## src/pse_pkg.sv

```systemverilog
// Shared types, register map and reset values of the PCM silence end detector.
package pse_pkg;

  localparam int SampleWidth = 16;
  localparam int MagWidth    = 17;
  localparam int LenWidth    = 16;
  localparam int ThrWidth    = 15;
  localparam int RunWidth    = 16;
  localparam int IndexWidth  = 31;
  localparam int SumWidth    = 32;
  localparam int LoudWidth   = 16;
  localparam int AddrWidth   = 4;
  localparam int DataWidth   = 32;

  localparam logic [LenWidth-1:0]   FrameLengthReset  = 16'd8192;
  localparam logic [ThrWidth-1:0]   ThresholdReset    = 15'd16;
  localparam logic [RunWidth-1:0]   SilentLimitReset  = 16'd30;
  localparam logic [IndexWidth-1:0] MaxFramesReset    = 31'h7fff_ffff;
  localparam logic [RunWidth-1:0]   RunSaturate       = 16'hffff;

  typedef enum logic [1:0] {
    REG_FRAME_LENGTH = 2'd0,
    REG_THRESHOLD    = 2'd1,
    REG_SILENT_LIMIT = 2'd2,
    REG_MAX_FRAMES   = 2'd3
  } reg_index_t;

  typedef enum logic [1:0] {
    STOP_NONE    = 2'd0,
    STOP_SILENCE = 2'd1,
    STOP_LIMIT   = 2'd2
  } stop_code_t;

  typedef struct packed {
    logic                  frame_blank;
    logic [RunWidth-1:0]   silent_run;
    logic [IndexWidth-1:0] frame_index;
    stop_code_t            stop_code;
  } result_t;

endpackage

```

## src/pse_sample_if.sv

```systemverilog
// Request channel carrying one signed PCM value.
interface pse_sample_if;
  import pse_pkg::*;

  logic                          valid;
  logic                          ready;
  logic signed [SampleWidth-1:0] sample;

  modport source (output valid, output sample, input ready);
  modport sink (input valid, input sample, output ready);
endinterface

```

## src/pse_result_if.sv

```systemverilog
// Request channel carrying one finished-frame report.
interface pse_result_if;
  import pse_pkg::*;

  logic                  valid;
  logic                  ready;
  logic                  frame_blank;
  logic [RunWidth-1:0]   silent_run;
  logic [IndexWidth-1:0] frame_index;
  stop_code_t            stop_code;

  modport source (output valid, output frame_blank, output silent_run,
                  output frame_index, output stop_code, input ready);
  modport sink (input valid, input frame_blank, input silent_run,
                input frame_index, input stop_code, output ready);
endinterface

```

## src/pcm_silence_end_detector_top.sv

```systemverilog
// PCM silence end detector: frames PCM values and reports silence and stop decisions.
//
// samples carries one signed 16-bit PCM value per request; results carries one
// report per finished frame (blank flag, silent run, frame index, stop code).
// The user must write registers over the APB port only while the block is idle;
// the block itself does not enforce this. A value is registered in the input
// register on acceptance (magnitude and loud test), and from there it updates
// the frame accumulators; a frame end writes its report into the output
// register. One value is taken every cycle while samples.ready is high; the
// frame accumulator update in the second stage sets that rate.
// A two-entry output buffer (output register plus skid register) lets input
// continue while a report waits. When both entries are full and the receiver
// stalls, a value that would end a frame waits in the input register and
// samples.ready drops until the receiver takes a report.
// After a report with a nonzero stop code, all further values are accepted
// and dropped until reset.
// Reset (rst, synchronous) loads the register defaults, clears all
// accumulators and counters and empties both stages.
module pcm_silence_end_detector_top (
  input  logic                           clk,
  input  logic                           rst,
  pse_sample_if.sink                     samples,
  pse_result_if.source                   results,
  input  logic                           psel,
  input  logic                           penable,
  input  logic                           pwrite,
  input  logic [pse_pkg::AddrWidth-1:0]  paddr,
  input  logic [pse_pkg::DataWidth-1:0]  pwdata,
  output logic [pse_pkg::DataWidth-1:0]  prdata,
  output logic                           pready
);
  import pse_pkg::*;

  logic [LenWidth-1:0]   frame_length;
  logic [ThrWidth-1:0]   amplitude_threshold;
  logic [RunWidth-1:0]   silent_frame_limit;
  logic [IndexWidth-1:0] max_frames;

  logic                  s1_valid;
  logic [MagWidth-1:0]   s1_mag;
  logic                  s1_loud;

  logic [LenWidth-1:0]   position_in_frame;
  logic [LoudWidth-1:0]  loud_count;
  logic [SumWidth-1:0]   magnitude_sum;
  logic [RunWidth-1:0]   blank_run;
  logic [IndexWidth-1:0] frames_done;
  logic                  finished;

  logic                  out_valid;
  result_t               out_data;
  logic                  skid_valid;
  result_t               skid_data;

  logic                  cfg_write;
  reg_index_t            cfg_index;
  logic [MagWidth-1:0]   in_mag;
  logic [LoudWidth-1:0]  loud_count_next;
  logic [SumWidth-1:0]   magnitude_sum_next;
  logic [LenWidth:0]     position_plus;
  logic                  frame_end;
  logic [19:0]           loud_times_ten;
  logic                  blank;
  logic [RunWidth-1:0]   blank_run_next;
  logic [IndexWidth:0]   frames_plus;
  stop_code_t            code;
  logic                  s1_fire;
  logic                  push;
  logic                  pop;
  logic                  in_fire;
  result_t               result;

  assign pready    = 1'b1;
  assign cfg_write = psel && penable && pwrite;
  assign cfg_index = reg_index_t'(paddr[AddrWidth-1:2]);

  always_comb begin
    case (cfg_index)
      REG_FRAME_LENGTH: prdata = {{(DataWidth-LenWidth){1'b0}}, frame_length};
      REG_THRESHOLD:    prdata = {{(DataWidth-ThrWidth){1'b0}}, amplitude_threshold};
      REG_SILENT_LIMIT: prdata = {{(DataWidth-RunWidth){1'b0}}, silent_frame_limit};
      REG_MAX_FRAMES:   prdata = {{(DataWidth-IndexWidth){1'b0}}, max_frames};
      default:          prdata = '0;
    endcase
  end

  always_ff @(posedge clk) begin
    if (rst) begin
      frame_length        <= FrameLengthReset;
      amplitude_threshold <= ThresholdReset;
      silent_frame_limit  <= SilentLimitReset;
      max_frames          <= MaxFramesReset;
    end else if (cfg_write) begin
      case (cfg_index)
        REG_FRAME_LENGTH: frame_length        <= pwdata[LenWidth-1:0];
        REG_THRESHOLD:    amplitude_threshold <= pwdata[ThrWidth-1:0];
        REG_SILENT_LIMIT: silent_frame_limit  <= pwdata[RunWidth-1:0];
        REG_MAX_FRAMES:   max_frames          <= pwdata[IndexWidth-1:0];
        default: ;
      endcase
    end
  end

  // Stage 1: magnitude and loud test.
  assign in_mag = samples.sample[SampleWidth-1]
                ? MagWidth'(17'h10000 - {1'b0, samples.sample})
                : {1'b0, samples.sample};

  // Stage 2: frame accumulation and frame-end decision.
  assign loud_count_next    = loud_count + LoudWidth'(s1_loud);
  assign magnitude_sum_next = magnitude_sum + {{(SumWidth-MagWidth){1'b0}}, s1_mag};
  assign position_plus      = {1'b0, position_in_frame} + 17'd1;
  assign frame_end          = position_plus >= {1'b0, frame_length};
  assign loud_times_ten     = {1'b0, loud_count_next, 3'b000}
                            + {3'b000, loud_count_next, 1'b0};
  assign blank              = (magnitude_sum_next == '0)
                            || (loud_times_ten < {4'b0000, frame_length});
  assign frames_plus        = {1'b0, frames_done} + 32'd1;

  always_comb begin
    if (!blank) begin
      blank_run_next = '0;
    end else if (blank_run == RunSaturate) begin
      blank_run_next = blank_run;
    end else begin
      blank_run_next = blank_run + RunWidth'(1);
    end
    if (blank_run_next >= silent_frame_limit) begin
      code = STOP_SILENCE;
    end else if (frames_plus >= {1'b0, max_frames}) begin
      code = STOP_LIMIT;
    end else begin
      code = STOP_NONE;
    end
    result.frame_blank = blank;
    result.silent_run  = blank_run_next;
    result.frame_index = frames_done;
    result.stop_code   = code;
  end

  assign s1_fire = s1_valid && (finished || !frame_end || !skid_valid);
  assign push    = s1_fire && frame_end && !finished;
  assign pop     = out_valid && results.ready;
  assign in_fire = samples.valid && samples.ready;

  assign samples.ready = !rst && (!s1_valid || s1_fire);

  always_ff @(posedge clk) begin
    if (rst) begin
      s1_valid <= 1'b0;
    end else if (samples.ready) begin
      s1_valid <= samples.valid;
    end
    if (in_fire) begin
      s1_mag  <= in_mag;
      s1_loud <= in_mag > {2'b00, amplitude_threshold};
    end
  end

  always_ff @(posedge clk) begin
    if (rst) begin
      position_in_frame <= '0;
      loud_count        <= '0;
      magnitude_sum     <= '0;
      blank_run         <= '0;
      frames_done       <= '0;
      finished          <= 1'b0;
    end else if (s1_fire && !finished) begin
      if (frame_end) begin
        position_in_frame <= '0;
        loud_count        <= '0;
        magnitude_sum     <= '0;
        blank_run         <= blank_run_next;
        frames_done       <= frames_plus[IndexWidth-1:0];
        finished          <= code != STOP_NONE;
      end else begin
        position_in_frame <= position_plus[LenWidth-1:0];
        loud_count        <= loud_count_next;
        magnitude_sum     <= magnitude_sum_next;
      end
    end
  end

  // Output register with skid entry.
  always_ff @(posedge clk) begin
    if (rst) begin
      out_valid  <= 1'b0;
      skid_valid <= 1'b0;
    end else if (pop || !out_valid) begin
      if (skid_valid) begin
        out_valid  <= 1'b1;
        skid_valid <= 1'b0;
      end else begin
        out_valid <= push;
      end
    end else if (push) begin
      skid_valid <= 1'b1;
    end
    if (pop || !out_valid) begin
      if (skid_valid) begin
        out_data <= skid_data;
      end else if (push) begin
        out_data <= result;
      end
    end else if (push) begin
      skid_data <= result;
    end
  end

  assign results.valid       = out_valid;
  assign results.frame_blank = out_data.frame_blank;
  assign results.silent_run  = out_data.silent_run;
  assign results.frame_index = out_data.frame_index;
  assign results.stop_code   = out_data.stop_code;

  assert property (@(posedge clk) disable iff (rst) skid_valid |-> out_valid)
    else $error("skid entry holds a report while the output register is empty");

  assert property (@(posedge clk) disable iff (rst) push |-> !skid_valid)
    else $error("report pushed into a full output buffer");

  assert property (@(posedge clk) disable iff (rst) finished |=> finished)
    else $error("stop state left without reset");

  assert property (@(posedge clk) disable iff (rst)
      (push && code != STOP_NONE) |=> (finished && out_valid))
    else $error("stop report did not end the track");

endmodule
```

## src/flat_wrapper.sv

```systemverilog
// flat-port wrapper written by rule: the top's interface ports become plain ports
module pcm_silence_end_detector_top_flat import pse_pkg::*;
  (clk, rst, psel, penable, pwrite, paddr, pwdata, prdata, pready, samples_valid, samples_sample, samples_ready, results_valid, results_frame_blank, results_silent_run, results_frame_index, results_stop_code, results_ready);
  pse_sample_if samples_i ();
  pse_result_if results_i ();
  input  logic clk;
  input  logic rst;
  input  logic psel;
  input  logic penable;
  input  logic pwrite;
  input  logic [pse_pkg::AddrWidth-1:0] paddr;
  input  logic [pse_pkg::DataWidth-1:0] pwdata;
  output logic [pse_pkg::DataWidth-1:0] prdata;
  output logic pready;
  input wire logic [$bits(samples_i.valid)-1:0] samples_valid;
  input wire logic [$bits(samples_i.sample)-1:0] samples_sample;
  output wire logic [$bits(samples_i.ready)-1:0] samples_ready;
  output wire logic [$bits(results_i.valid)-1:0] results_valid;
  output wire logic [$bits(results_i.frame_blank)-1:0] results_frame_blank;
  output wire logic [$bits(results_i.silent_run)-1:0] results_silent_run;
  output wire logic [$bits(results_i.frame_index)-1:0] results_frame_index;
  output wire logic [$bits(results_i.stop_code)-1:0] results_stop_code;
  input wire logic [$bits(results_i.ready)-1:0] results_ready;
  assign samples_i.valid = samples_valid;
  assign samples_i.sample = samples_sample;
  assign samples_ready = samples_i.ready;
  assign results_valid = results_i.valid;
  assign results_frame_blank = results_i.frame_blank;
  assign results_silent_run = results_i.silent_run;
  assign results_frame_index = results_i.frame_index;
  assign results_stop_code = results_i.stop_code;
  assign results_i.ready = results_ready;
  pcm_silence_end_detector_top u_core (.clk(clk), .rst(rst), .samples(samples_i), .results(results_i), .psel(psel), .penable(penable), .pwrite(pwrite), .paddr(paddr), .pwdata(pwdata), .prdata(prdata), .pready(pready));
endmodule
```

## config.mk

```make
export PLATFORM = sky130hd
export DESIGN_NAME = pcm_silence_end_detector_top_flat
export DESIGN_NICKNAME = d
export VERILOG_FILES = /design/src/pse_pkg.sv /design/src/pse_sample_if.sv /design/src/pse_result_if.sv /design/src/pcm_silence_end_detector_top.sv /design/src/flat_wrapper.sv
export SDC_FILE = /design/constraint.sdc
export NUM_CORES = 1
export LEC_CHECK = 0
export ABC_AREA = 0
export BUFFER_PORTS_ARGS = -buffer_cell sky130_fd_sc_hd__buf_2
export CAP_MARGIN = 20
export CORE_MARGIN = 5
export CORE_UTILIZATION = 60
export CTS_CLUSTER_DIAMETER = 60
export DETAILED_ROUTE_END_ITERATION = 6
export PLACE_DENSITY = 0.8
export SLEW_MARGIN = 20
export SYNTH_ARGS = -nofsm -noshare
export SYNTH_HDL_FRONTEND = slang
export SYNTH_SLANG_ARGS = --single-unit
```

## constraint.sdc

```tcl
create_clock -name clk -period 10.4 [get_ports clk]
set_input_delay 1.04 -clock clk [delete_from_list [all_inputs] [get_ports clk]]
set_output_delay 1.04 -clock clk [all_outputs]
set_load 0.005 [all_outputs]
```

; Word level (Yosys, flattened, before mapping)
; Index checks and enable logic that the tools add are counted.
[word_totals]
regBits = 311
latchBits = 0
mem_bits_rw = 0
mem_bits_ro = 0
inputBits = 59
out_inout_bits = 85
elab_cells = 84
n_memories = 0
[op_classes]
addsub = 7
mul = 0
div_mod_pow = 0
order_cmp = 5
n_eq_ne = 4
shift = 0
n_mux = 12
bitwise = 1
n_reduce_logical = 32
[op_table]
columns = op, count
row1 = case mux 32 bit (4 select lines), 1
row2 = two-way mux 50 bit, 2
row3 = two-way mux 16 bit, 4
row4 = adder 31 x 1 -> 32 bit (second input constant), 1
row5 = adder 32 x 17 -> 32 bit, 1
row6 = greater-or-equal comparator 32 x 31 -> 1 bit, 1
row7 = logical NOT 32 bit, 1
row8 = two-way mux 32 bit, 1
row9 = adder 19 x 17 -> 20 bit, 1
row10 = less-than comparator 20 x 16 -> 1 bit, 1
row11 = adder 16 x 1 -> 17 bit (second input constant), 1
row12 = greater-or-equal comparator 17 x 16 -> 1 bit, 1
row13 = > comparator 17 x 15 -> 1 bit, 1
row14 = two-way mux 17 bit, 1
row15 = subtractor 17 x 16 -> 17 bit (first input constant), 1
row16 = adder 16 x 1 -> 16 bit, 1
row17 = adder 16 x 1 -> 16 bit (second input constant), 1
row18 = equality test 16 bit (second input constant), 1
row19 = greater-or-equal comparator 16 bit, 1
row20 = AND reduction 2 bit, 7
row21 = logical AND 1 bit, 9
row22 = logical NOT 1 bit, 6
row23 = logical OR 1 bit, 5
row24 = equality test 2 bit (second input constant), 2
row25 = 7 further kinds, 9

; Logic depth before layout (Yosys ltp)
[logic_depth]
word_depth = 10
depth_mapped = 35
ltp_nobuf = 34

; Least setup slack after synthesis
; No wires, ideal clock.
[synth_timing]
path_kind = reg2reg
start = reg u_core.loud_count[0]
end = reg u_core.out_data (netlist bit u_core.results.stop_code[1]), data pin
setup_ns = 0.130
arrival_ns = 6.254
required_ns = 10.270
slack_ns = 4.016
stages_incl_launch_ff = 35
path_buffers = 2
synth_period_minus_slack_ns = 6.384
cell_sequence = dfxtp_1 -> ha_1 -> clkbuf_1 -> nand4_1 -> nor4_1 -> xnor2_1 -> clkinv_1 -> ha_1 -> a21o_1 -> o21ai_0 -> a211o_1 -> a21oi_1 -> o21ai_0 -> xnor2_1 -> ha_1 -> a21oi_1 -> o31a_1 -> o221ai_1 -> a221oi_1 -> o311ai_1 -> nor4_2 -> a21oi_4 -> buf_6 -> or2_2 -> ha_1 -> nand2b_1 -> a21o_1 -> a21o_1 -> a21o_1 -> a21oi_1 -> o21ai_0 -> a21oi_1 -> o21bai_1 -> a211oi_1 -> mux2_2
[synth_via]
elab_chain_cells = 9
[synth_rtl]
columns = element, line_no
row1 = "start, declared", pcm_silence_end_detector_top.sv:44  ; logic [LoudWidth-1:0] loud_count;
row2 = "start signal, assigned", pcm_silence_end_detector_top.sv:178  ; loud_count <= loud_count_next;
row3 = adder 16 x 1 -> 16 bit, pcm_silence_end_detector_top.sv:110  ; assign loud_count_next = loud_count + LoudWidth'(s1_loud);
row4 = adder 19 x 17 -> 20 bit, pcm_silence_end_detector_top.sv:115  ; + {3'b000, loud_count_next, 1'b0};
row5 = less-than comparator 20 x 16 -> 1 bit, pcm_silence_end_detector_top.sv:117  ; || (loud_times_ten < {4'b0000, frame_length});
row6 = logical OR 1 bit, pcm_silence_end_detector_top.sv:117
row7 = two-way mux 16 bit, pcm_silence_end_detector_top.sv:121  ; if (!blank) begin
row8 = greater-or-equal comparator 16 bit, pcm_silence_end_detector_top.sv:128  ; if (blank_run_next >= silent_frame_limit) begin
row9 = two-way mux 2 bit, pcm_silence_end_detector_top.sv:128
row10 = via u_core.code[1], pcm_silence_end_detector_top.sv:66  ; stop_code_t code;
row11 = two-way mux 50 bit, pcm_silence_end_detector_top.sv:202  ; end else if (push) begin
row12 = two-way mux 50 bit, pcm_silence_end_detector_top.sv:200  ; if (skid_valid) begin
row13 = "end signal, assigned", pcm_silence_end_detector_top.sv:201  ; out_data <= skid_data;
row14 = "end signal, assigned", pcm_silence_end_detector_top.sv:203  ; out_data <= result;
row15 = "end, declared", pcm_silence_end_detector_top.sv:51  ; result_t out_data;
; The timed path passes the listed nets, and every way through them passes these cells. The select of a mux whose other input is x is not followed.
; A chain may end at the register's enable or synchronous reset.

; Worst setup path in the final report
[layout_timing]
start = reg u_core.loud_count[0]
end = reg u_core.out_data (netlist bit u_core.results.stop_code[0]), data pin
[layout_via]
elab_chain_cells = 9
[layout_rtl]
columns = element, line_no
row1 = adder 16 x 1 -> 16 bit, pcm_silence_end_detector_top.sv:110
row2 = adder 19 x 17 -> 20 bit, pcm_silence_end_detector_top.sv:115
row3 = less-than comparator 20 x 16 -> 1 bit, pcm_silence_end_detector_top.sv:117
row4 = logical OR 1 bit, pcm_silence_end_detector_top.sv:117
row5 = two-way mux 16 bit, pcm_silence_end_detector_top.sv:121
row6 = greater-or-equal comparator 16 bit, pcm_silence_end_detector_top.sv:128
row7 = two-way mux 2 bit, pcm_silence_end_detector_top.sv:128
row8 = two-way mux 50 bit, pcm_silence_end_detector_top.sv:202
row9 = two-way mux 50 bit, pcm_silence_end_detector_top.sv:200
; Every way passes these cells. The select of a mux whose other input is x is not followed.

==> impl_metrics.yaml <==
status:
  outcome: "finished, final reports clean"
timing:
  worst_pin_slew_ns: 1.14
  hold_viol: 0
  rsz0062_at_grt: "no"
  max-slew-margin-rel_pct: 23.9
  skew_ns: 0.0172
  period_needed_ns: 7.64
  drv_slew: 0
  setup_viol: 0
  tns_ns: 0
  fin_crit_sh_pct: 73.5
  fmax_mhz: 131
finish:
  multiInputGateArea_um2: 10200
  final_common_cell: "nand2_1"
  drive_gt1_share_pct: 14.0
  layout_common_cells: "237 x nand2_1, 192 x dfxtp_1, 170 x nor2_1"
  regArea_um2: 7410
  fillCellCount: 2354
  fin_cells: 2531
  nNetsFinal: 2294
  areaGrowthSynthToFinish_pct: 11.5
setup_path:
  path_class: "flop to flop"
  cp_common_cell: "a21oi_1"
  critPathSlowestCell: "ha_1"
  max_stage_delay_ns: 0.46
  crit_arrival_ns: 7.87
  startpoint_type: "flop"
  crit_fanout: 50
  crit_required_ns: 10.63
  end_kind: "flop"
power:
  p_leak_uw: 0.00839
  peakVddDrop_mv: 0.133
  power_density_nw_per_um2: 139
clock_network:
  cts.sinks: 311
  cts_resized: 0
  hold_buffers: 0
  cts_tree: "yes"
  postCtsSetupRepairBufs: 0
  clockBufferDepth: 3
  insertion_delay_ns: 0.53
  cts_buffers: 36
  htreeDepth: 2
  cts-root-buf: "clkbuf_16"
  path_clk_slew_ns: 0.06
floorplanning:
  die-area_um2: 34400
  die_w_um: 185
  die_h_um: 185
  start_util_pct: 60.5
  rows: 64
  core_um2: 30500
  top_level_ports: 144
drt:
  dr.pass1.iters: 6
  vias: 15600
  routed_wl_um: 47900
  avgViaCountPerCell: 6.18
  wl_per_cell_um: 18.9
  ant_nets: 0
  drcViolationCount: 0
  first_iter_violations: 1292
place:
  port_buffers: 138
  dpl.hpwl_um: 33800
  place.gp.congestion: 0.937
  dp.cells: 2462
yosys:
  ys_ff_latch: 311
  syn_area_um2: 18500
  async_flop_share_pct: 0
  synth_cell_types: 95
  ys_seq_area_share_pct: 40.1
  synth_edf_count: 118
  synthCells: 2028
  avgSynthCellArea_um2: 9.10
  yosysWarnings: 0
  synthFlopType: "dfxtp_1"
global_route:
  grt_max_degree: 78
  grt_pass1_vias: 15100
  grt_pass1_wl_um: 76900
  grt_overflow: 0
  antenna_found_initial: 7
  grtUsageTotal_pct: 27.2
hold_path:
  hp-class: "flop to flop"
flow_run:
  drv_cap: 0
## registers in the layout (all words and copies together), names as in the netlist, 17 cells and up
register                    count
u_core.frames_done             31
u_core.s1_mag                  17
u_core.skid_data               50
u_core.magnitude_sum           32
u_core.max_frames              31
u_core.results.frame_index     31
## layer usage
metal	vias to the layer above	part of all wire (%)	track usage [%]
met4	10	3.2	9.57
li1	7443	-	-
met1	7514	41	35.2
met2	564	49	46.0
met3	105	6.5	4.83
met5	-	0.12	0
## cells by family after synthesis
family	after synthesis	share of synthesized area, %
compound gates	479	16.7
xor+xnor	147	7.02
fa+ha+maj	132	9.01
buf+inv	218	4.73
flops	311	40.1
mux	65	4.79
other cells	2	0.0407
simple gates	674	17.5
## worst paths after layout
kind	depth (start not counted)	to	from	slack [ns]
setup / recovery	33	u_core.results.stop_code[0]	u_core.loud_count[0]	2.76
hold / removal	2	u_core.frame_length[15]	u_core.frame_length[15]	0.47
setup reg to reg	33	u_core.results.stop_code[0]	u_core.loud_count[0]	2.76
hold reg to reg	2	u_core.frame_length[15]	u_core.frame_length[15]	0.47
## cell type report
cell class,instances,share of cell area [%]
multi-input cells,1500,49.8
flip-flops and latches,311,36.0
clock buffers,46,4.76
repair buffers,149,3.77
well taps,396,2.41
inverters,107,1.95
clock inverters,20,1.28
diodes,2,0.0243
## critical path, delay by kind of cell (launching register included)
kind | cells | cell delay (ns)
xor gates and xnor gates | 2 | 0.42
adders and majority gates | 4 | 1.32
and+or+nand+nor | 5 | 1.28
buffers and inverters | 2 | 0.66
muxes | 1 | 0.15
AOI/OAI and AO/OA | 19 | 3.14
DFF | 1 | 0.37
## cell usage after synthesis (all sizes together), types with 5 or more instances
cell	n	area (um^2)
or3	30	193
o21ai	86	434
nor4	14	124
nand4	27	175
clkbuf	81	304
o211ai	48	360
mux4	15	338
inv	105	394
a21oi	164	836
and4	5	43.8
o21a	15	113
mux2	37	417
a21o	27	203
a211o	5	43.8
nand2	237	890
a31oi	6	37.5
and2	20	128
nor2	172	646
nand2b	10	62.6
nor3b	6	45.0
o41ai	5	58.8
edfxtp	118	3540
ha	128	1600
xor2	67	587
and3	27	169
a211oi	21	158
dfxtp	193	3860
o31ai	27	208
mux2i	13	130
o2111ai	5	43.8
nand3b	15	113
or4	5	41.3
xnor2	80	708
nand3	57	290
or2	5	31.3
nor3	22	115
buf	30	166
nor2b	11	68.8
a22oi	27	203
## per-stage QoR
stage	area, um^2	hold WS (ns)	setup slack, ns	power [uW]	utilization, %
2_1_floorplan	18500	0.403	4.02	1480	-
5_1_grt	20600	0.480	2.23	2950	67.4
3_5_place_dp	19300	0.452	2.83	1560	63.3
6_report	20600	0.466	2.76	2860	67.4
3_3_place_gp	19300	0.445	3.04	1550	63.3
4_1_cts	20600	0.465	2.76	2870	67.4
## power breakdown
part	switching, uW	total (uW)	internal [uW]
Sequential	11.4	1290	1280
Clock	522	1320	798
Combinational	155	247	91.7
(Power assumes the default switching activity.)
